### src/swa_pkg.sv
// Shared constants for the sliding window average block.
// No dependencies; imported by the top level.
package swa_pkg;

  localparam int unsigned SAMPLE_W   = 16;
  localparam int unsigned WINDOW_DEF = 16;

endpackage

### src/swa_ram.sv
// Generic single-port-write, single-port-read RAM with a registered read.
// No dependencies.
module swa_ram #(
  parameter int unsigned WIDTH = 16,
  parameter int unsigned DEPTH = 16
) (
  input  logic                     clk,
  input  logic                     we,
  input  logic [$clog2(DEPTH)-1:0] waddr,
  input  logic [WIDTH-1:0]         wdata,
  input  logic                     re,
  input  logic [$clog2(DEPTH)-1:0] raddr,
  output logic [WIDTH-1:0]         rdata
);

  logic [WIDTH-1:0] mem [DEPTH];

  always_ff @(posedge clk) begin
    if (we) begin
      mem[waddr] <= wdata;
    end
    if (re) begin
      rdata <= mem[raddr];
    end
  end

endmodule

### src/sliding_window_average_top.sv
// Moving average over the last WINDOW unsigned samples, one result per item.
// Depends on swa_pkg and swa_ram.
//
// The oldest sample is read from the ring RAM at acceptance; the update state then
// writes the new sample into the ring and updates the running sum with it. The
// restoring divider then takes one cycle per quotient bit, and the output state
// loads the output register once it is free. A new item is accepted only when the
// previous one has reached the output register, which may still be waiting to be
// taken. While fewer than WINDOW samples have arrived, the result is the sum divided
// by the number of samples so far; after that it is the sum divided by WINDOW, and
// window_full is set. The ring RAM needs no clearing after reset.
module sliding_window_average_top #(
  parameter int unsigned WINDOW = swa_pkg::WINDOW_DEF
) (
  input  logic                        clk,
  input  logic                        rst_n,
  input  logic                        in_valid,
  output logic                        in_ready,
  input  logic [swa_pkg::SAMPLE_W-1:0] in_sample,
  output logic                        out_valid,
  input  logic                        out_ready,
  output logic [swa_pkg::SAMPLE_W-1:0] out_average,
  output logic                        out_window_full
);

  import swa_pkg::*;

  localparam int unsigned ADDR_W = $clog2(WINDOW);
  localparam int unsigned CNT_W  = $clog2(WINDOW + 1);
  localparam int unsigned SUM_W  = SAMPLE_W + $clog2(WINDOW);
  localparam int unsigned STEP_W = $clog2(SUM_W);
  localparam logic [CNT_W-1:0]  WIN_CNT   = CNT_W'(WINDOW);
  localparam logic [ADDR_W-1:0] LAST_SLOT = ADDR_W'(WINDOW - 1);
  localparam logic [STEP_W-1:0] LAST_STEP = STEP_W'(SUM_W - 1);

  typedef enum logic [1:0] {
    S_IDLE,
    S_UPDATE,
    S_DIV,
    S_OUT
  } state_t;

  state_t               state_r, state_nxt;
  logic [SAMPLE_W-1:0]  sample_r, sample_nxt;
  logic [SUM_W-1:0]     sum_r, sum_nxt;
  logic [CNT_W-1:0]     cnt_r, cnt_nxt;
  logic [ADDR_W-1:0]    ptr_r, ptr_nxt;
  logic [SUM_W-1:0]     quo_r, quo_nxt;
  logic [CNT_W-1:0]     rem_r, rem_nxt;
  logic [CNT_W-1:0]     div_r, div_nxt;
  logic [STEP_W-1:0]    step_r, step_nxt;
  logic                 full_r, full_nxt;
  logic                 out_valid_r, out_valid_nxt;
  logic [SAMPLE_W-1:0]  out_average_r, out_average_nxt;
  logic                 out_full_r, out_full_nxt;

  logic                 accept;
  logic                 ram_we;
  logic [SAMPLE_W-1:0]  ram_rdata;
  logic [SAMPLE_W-1:0]  oldest;
  logic [CNT_W-1:0]     cnt_inc;
  logic [CNT_W:0]       trial;
  logic                 trial_ge;

  assign in_ready = (state_r == S_IDLE);
  assign accept   = in_valid && in_ready;
  assign ram_we   = (state_r == S_UPDATE);

  swa_ram #(
    .WIDTH(SAMPLE_W),
    .DEPTH(WINDOW)
  ) u_ring (
    .clk  (clk),
    .we   (ram_we),
    .waddr(ptr_r),
    .wdata(sample_r),
    .re   (accept),
    .raddr(ptr_r),
    .rdata(ram_rdata)
  );

  assign oldest   = (cnt_r == WIN_CNT) ? ram_rdata : '0;
  assign cnt_inc  = (cnt_r == WIN_CNT) ? cnt_r : cnt_r + CNT_W'(1);
  assign trial    = {rem_r, quo_r[SUM_W-1]};
  assign trial_ge = (trial >= {1'b0, div_r});

  always_comb begin
    state_nxt       = state_r;
    sample_nxt      = sample_r;
    sum_nxt         = sum_r;
    cnt_nxt         = cnt_r;
    ptr_nxt         = ptr_r;
    quo_nxt         = quo_r;
    rem_nxt         = rem_r;
    div_nxt         = div_r;
    step_nxt        = step_r;
    full_nxt        = full_r;
    out_valid_nxt   = out_valid_r && !out_ready;
    out_average_nxt = out_average_r;
    out_full_nxt    = out_full_r;
    case (state_r)
      S_IDLE: begin
        if (accept) begin
          sample_nxt = in_sample;
          state_nxt  = S_UPDATE;
        end
      end
      S_UPDATE: begin
        sum_nxt   = sum_r - SUM_W'(oldest) + SUM_W'(sample_r);
        quo_nxt   = sum_r - SUM_W'(oldest) + SUM_W'(sample_r);
        rem_nxt   = '0;
        div_nxt   = cnt_inc;
        cnt_nxt   = cnt_inc;
        full_nxt  = (cnt_inc == WIN_CNT);
        ptr_nxt   = (ptr_r == LAST_SLOT) ? '0 : ptr_r + ADDR_W'(1);
        step_nxt  = LAST_STEP;
        state_nxt = S_DIV;
      end
      S_DIV: begin
        if (trial_ge) begin
          rem_nxt = CNT_W'(trial - {1'b0, div_r});
        end else begin
          rem_nxt = trial[CNT_W-1:0];
        end
        quo_nxt  = {quo_r[SUM_W-2:0], trial_ge};
        step_nxt = step_r - STEP_W'(1);
        if (step_r == '0) begin
          state_nxt = S_OUT;
        end
      end
      S_OUT: begin
        if (!out_valid_r || out_ready) begin
          out_valid_nxt   = 1'b1;
          out_average_nxt = quo_r[SAMPLE_W-1:0];
          out_full_nxt    = full_r;
          state_nxt       = S_IDLE;
        end
      end
      default: begin
        state_nxt = S_IDLE;
      end
    endcase
  end

  always_ff @(posedge clk) begin
    if (!rst_n) begin
      state_r     <= S_IDLE;
      sum_r       <= '0;
      cnt_r       <= '0;
      ptr_r       <= '0;
      out_valid_r <= 1'b0;
    end else begin
      state_r     <= state_nxt;
      sum_r       <= sum_nxt;
      cnt_r       <= cnt_nxt;
      ptr_r       <= ptr_nxt;
      out_valid_r <= out_valid_nxt;
    end
    sample_r      <= sample_nxt;
    quo_r         <= quo_nxt;
    rem_r         <= rem_nxt;
    div_r         <= div_nxt;
    step_r        <= step_nxt;
    full_r        <= full_nxt;
    out_average_r <= out_average_nxt;
    out_full_r    <= out_full_nxt;
  end

  assign out_valid       = out_valid_r;
  assign out_average     = out_average_r;
  assign out_window_full = out_full_r;

  a_busy_after_accept: assert property (@(posedge clk) disable iff (!rst_n)
    accept |=> !in_ready)
    else $error("input accepted again before the previous item finished");

  a_full_sticks: assert property (@(posedge clk) disable iff (!rst_n)
    (cnt_r == WIN_CNT) |=> (cnt_r == WIN_CNT))
    else $error("fill count left the full window");

  a_div_start: assert property (@(posedge clk) disable iff (!rst_n)
    (state_r == S_UPDATE) |=> (state_r == S_DIV) && (step_r == LAST_STEP) && (rem_r == '0))
    else $error("divider not started correctly");

  a_rem_bound: assert property (@(posedge clk) disable iff (!rst_n)
    (state_r == S_DIV) |-> (rem_r < div_r) && (div_r != '0))
    else $error("divider remainder out of range");

endmodule
### config.mk
export PLATFORM = sky130hd
export DESIGN_NAME = sliding_window_average_top
export DESIGN_NICKNAME = d
export VERILOG_FILES = /design/src/swa_pkg.sv /design/src/swa_ram.sv /design/src/sliding_window_average_top.sv
export SDC_FILE = /design/constraint.sdc
export NUM_CORES = 1
export LEC_CHECK = 0
export BUFFER_PORTS_ARGS = -buffer_cell sky130_fd_sc_hd__buf_2
export CAP_MARGIN = 40
export CORE_MARGIN = 4
export CORE_UTILIZATION = 35
export DETAILED_ROUTE_END_ITERATION = 7
export GPL_TIMING_DRIVEN = 0
export SYNTH_ARGS = -nofsm -noshare
export SYNTH_HDL_FRONTEND = slang
export SYNTH_SLANG_ARGS = --single-unit
### constraint.sdc
create_clock -name clk -period 5.9 [get_ports clk]
set_clock_uncertainty 0.1 [all_clocks]
set_input_delay 1.18 -clock clk [delete_from_list [all_inputs] [get_ports clk]]
set_output_delay 1.18 -clock clk [all_outputs]
set_load 0.02 [all_outputs]
==> impl_summary.txt <==
----------------------------------------------------
[Worst hold path]
  Min-Delay Endpoint ... out_average[0]$_DFFE_PP_
  Cell depth of the worst min-delay path ... 0
  Path class of the lowest-slack min-delay path ... reg2reg
  Hold Startpoint ... quo_r[0]$_DFFE_PP_

[Placement]
  Final GP Congestion ... 0.778
  Total cell area at the placement stage ... 17400 um^2
  Cell total after placement ... 1625
  Half-perimeter wire length after detailed placement ... ~24000 um
  Number of input and output port buffers inserted ... 37

[Power and ir drop]
  P_leak ... between 6 and 7 nW
  Peak supply drop ... 0.000228 V
  Power density relative to cell area ... about 450 nW/um^2

[Global route]
  Via count of the first global-routing pass ... about 8800
  First-pass GRT wire length ... 53000 um
  Total global routing overflow ... 0
  Aggregate global-route resource usage ... between 10% and 20%
  Maximum number of pins on one net before global-route repair ... 26
  Initial antenna violation count ... 0

[Setup path]
  Reg-to-reg critical path endpoint ... quo_r[18]$_DFFE_PP_
  CP max FO ... 10
  R2R Setup Slk ... around 1700 ps
  Worst setup startpoint ... cnt_r[0]$_SDFFE_PN0P_
  CP endpoint kind ... flop
  Type of the worst setup path ... reg2reg
  Depth of the most critical reg-to-reg path ... 16
  Type of origin of the critical path ... flop
  Req. time, crit path ... approximately 6000 ps
  Data arrival time of the critical path ... around 4400 ps
  Worst R2R Start ... cnt_r[0]$_SDFFE_PN0P_

[Route]
  Starting DRC count in detailed routing ... between 600 and 700
  Antenna viol nets, final ... 0
  Average wire per standard cell ... between 20 and 25 um
  Via count ... roughly 8500
  Number of optimization iterations in the first detailed-route pass ... 4
  Final routed DRC violation total ... 0
  Vias/cell ... between 4 and 5
  Total Routed Length ... between 30000 and 40000 um

[CTS]
  Clock tree from TritonCTS ... yes
  Number of buffers inserted for hold repair after clock tree synthesis ... 0
  Number of clock sinks ... 373
  Total CTS buffers ... 40
  Clock Tree Root ... clkbuf_16
  Clock transition at path regs ... 60 ps
  Maximum clock insertion buffer count ... 3
  Count of H-tree levels built during CTS ... 2
  Total setup buffers inserted after CTS ... 0
  Clk Latency, worst-skew pair ... about 550 ps
  Post-cts gate resize count ... 0

[Final layout]
  Number of fillers in the final layout ... 4100
  Total inserted antenna cells ... 0
  Synthesis-to-finish area growth ... 15.8%
  Post-route design area ... between 15000 and 20000 um^2
  Count of non-filler cells in the finished layout ... 1698
  Final-stage net count ... 1140
  Share of layout cells above drive strength 1 ... between 10% and 20%

[Synthesis]
  Synth warn ... 0
  Nets in the synthesized netlist ... 1040
  Fraction of synthesis flops using an asynchronous set or reset pin ... 0%
  Post-synthesis average cell area ... between 15 and 20 um^2
  Number of distinct standard cells referenced by the synthesized netlist ... 63
  Number of synthesized register bits ... between 300 and 400
  Sequential cell area fraction in the yosys report ... around two thirds
  Mapped Area ... around 16000 um^2
  Number of synthesized flops with an enable pin ... roughly 340
  Cell count after synthesis ... between 900 and 1000
  Top FF cell, synth ... edfxtp_1

[Floorplan]
  Overall die area ... 49400 um^2
  Starting density of the core ... a little over a third
  Die outline height ... approximately 220 um
  Horizontal die dimension ... 222 um
  Core area ... ~45000 um^2
  Number of top-level design ports ... 39
  Placement Rows ... between 70 and 80

[STA]
  Final setup violating endpoints ... 0
  Setup repair after global routing missed its margin ... false
  Slew margin rel. ... a little over two fifths
  Worst-Margin Slew ... approximately 860 ps
  Min cycle time layout ... about 4200 ps
  Post-route fraction of the period consumed by the critical path ... between 70% and 80%
  Achievable frequency ... 0.239 GHz
  Sum of negative setup slack ... 0 ps
  Slew Limit Fails ... 0
  Hold slack final ... roughly 350 ps
  Final hold violation count ... 0

[Run status]
  Outcome ... finished, final reports clean

[Job]
  Number of max-cap violations ... 0

----------------------------------------------------
report_power, final:
part           switching, W  internal, W  total, W
clock               0.00101      0.00136   0.00237
combinational       0.00141      0.00105   0.00246
sequential         0.000203      0.00341   0.00362
total               0.00262      0.00582   0.00845
per-stage QoR:
| step | util (%) | setup slack [ps] | power (W) |
|---|---|---|---|
| 4_1_cts | 41.0 | 1680 | 0.00854 |
| 3_3_place_gp | 37.5 | 1700 | 0.00602 |
| 2_1_floorplan | - | 2300 | 0.00538 |
| 3_5_place_dp | 38.3 | 1690 | 0.00615 |
| 5_1_grt | 41.0 | 1350 | 0.00893 |
| 6_report | 41.0 | 1710 | 0.00845 |
metal layers:
layer  wire length (um)  track usage (%)  up-vias
met5                  0                0        -
met4                885             4.22        0
met3               1780             2.54       65
met2              16200             22.4      211
met1              15400             19.3     4288
li1                   -                -     3892
critical path, stage by stage (launching register included):
cell	delay [ps]
dfxtp_1	450
inv_1	70
ha_1	190
and4bb_1	220
clkbuf_1	210
clkbuf_1	260
and2_1	230
fa_1	470
inv_1	40
ha_1	320
buf_2	230
nand4_1	130
nor3_1	270
a32oi_1	120
a21oi_1	330
xnor2_1	180
o21ai_1	80
sequential cells by signal, indices dropped and copies added, names as in the netlist:
| name | flops |
|---|---|
| out_window_full | 1 |
| quo_r | 20 |
| out_valid | 1 |
| step_r | 5 |
| sum_r | 20 |
| full_r | 1 |
| div_r | 5 |
| state_r | 2 |
| ptr_r | 4 |
| out_average | 16 |
| cnt_r | 5 |
| u_ring.mem | 256 |
| u_ring.rdata | 16 |
| rem_r | 5 |
| sample_r | 16 |
logic make-up after synthesis:
| family | after synthesis | synth area share, % |
|---|---|---|
| multiplexers | 99 | 12.4 |
| AO/OA/AOI/OAI | 103 | 4.30 |
| AND/OR/NAND/NOR | 179 | 5.81 |
| adder cells (fa/ha/maj) | 53 | 4.92 |
| flip-flops | 373 | 67.7 |
| buffers and inverters | 134 | 3.44 |
| XOR/XNOR | 26 | 1.42 |
worst max path at each step:
stage,slack [ps],cells after the start,to
after global routing,1350,16,quo_r[17]$_DFFE_PP_
after detailed placement,1690,16,quo_r[17]$_DFFE_PP_
after global placement,1700,16,quo_r[19]$_DFFE_PP_
final,1710,16,quo_r[18]$_DFFE_PP_
after CTS,1680,16,sum_r[19]$_SDFFE_PN0P_
after floorplan,2300,16,quo_r[19]$_DFFE_PP_
area by class of cell:
type / instances / area [um^2] / area share, %
Buffer: 45 / 219 / 1.18
Clock buffer: 53 / 1060 / 5.69
Clock inverter: 20 / 179 / 0.961
Inverter: 89 / 334 / 1.79
Multi-Input combinational cell: 460 / 4650 / 25.0
Sequential cell: 373 / 10900 / 58.5
Tap cell: 600 / 751 / 4.03
Timing Repair Buffer: 58 / 544 / 2.92
cell usage in the layout (no fill, tap or decap), drive strengths merged, types with 18 or more instances in the layout:
cell type  netlist  routed
a21oi           28      28
and2            40      40
buf             21      79
clkbuf          24      77
dfxtp           32      32
edfxtp         341     341
ha              36      36
inv             89      92
mux4            80      80
nand2           42      42
nand3           19      19
nor2            31      31
o21ai           31      31
xnor2           18      18
synthesized netlist by cell type, types with 6 or more instances:
library cell / number / area (um^2)
mux2i_1: 15 / 150
edfxtp_1: 341 / 10200
buf_1: 7 / 26.3
fa_1: 17 / 340
ha_1: 36 / 450
inv_1: 89 / 334
nand3_1: 19 / 95.1
nor2_1: 31 / 116
nor3_1: 13 / 65.1
o21ai_0: 17 / 85.1
a21o_1: 6 / 45.0
mux4_2: 80 / 1800
xor2_1: 8 / 70.1
a211oi_1: 7 / 52.6
buf_2: 10 / 50.1
a21oi_1: 26 / 130
clkbuf_1: 24 / 90.1
o21ai_1: 14 / 70.1
nand2_1: 42 / 158
dfxtp_1: 32 / 641
nor2b_1: 6 / 37.5
and2_1: 40 / 250
xnor2_1: 18 / 158
Note: power is estimated with default switching activity, not from simulation.
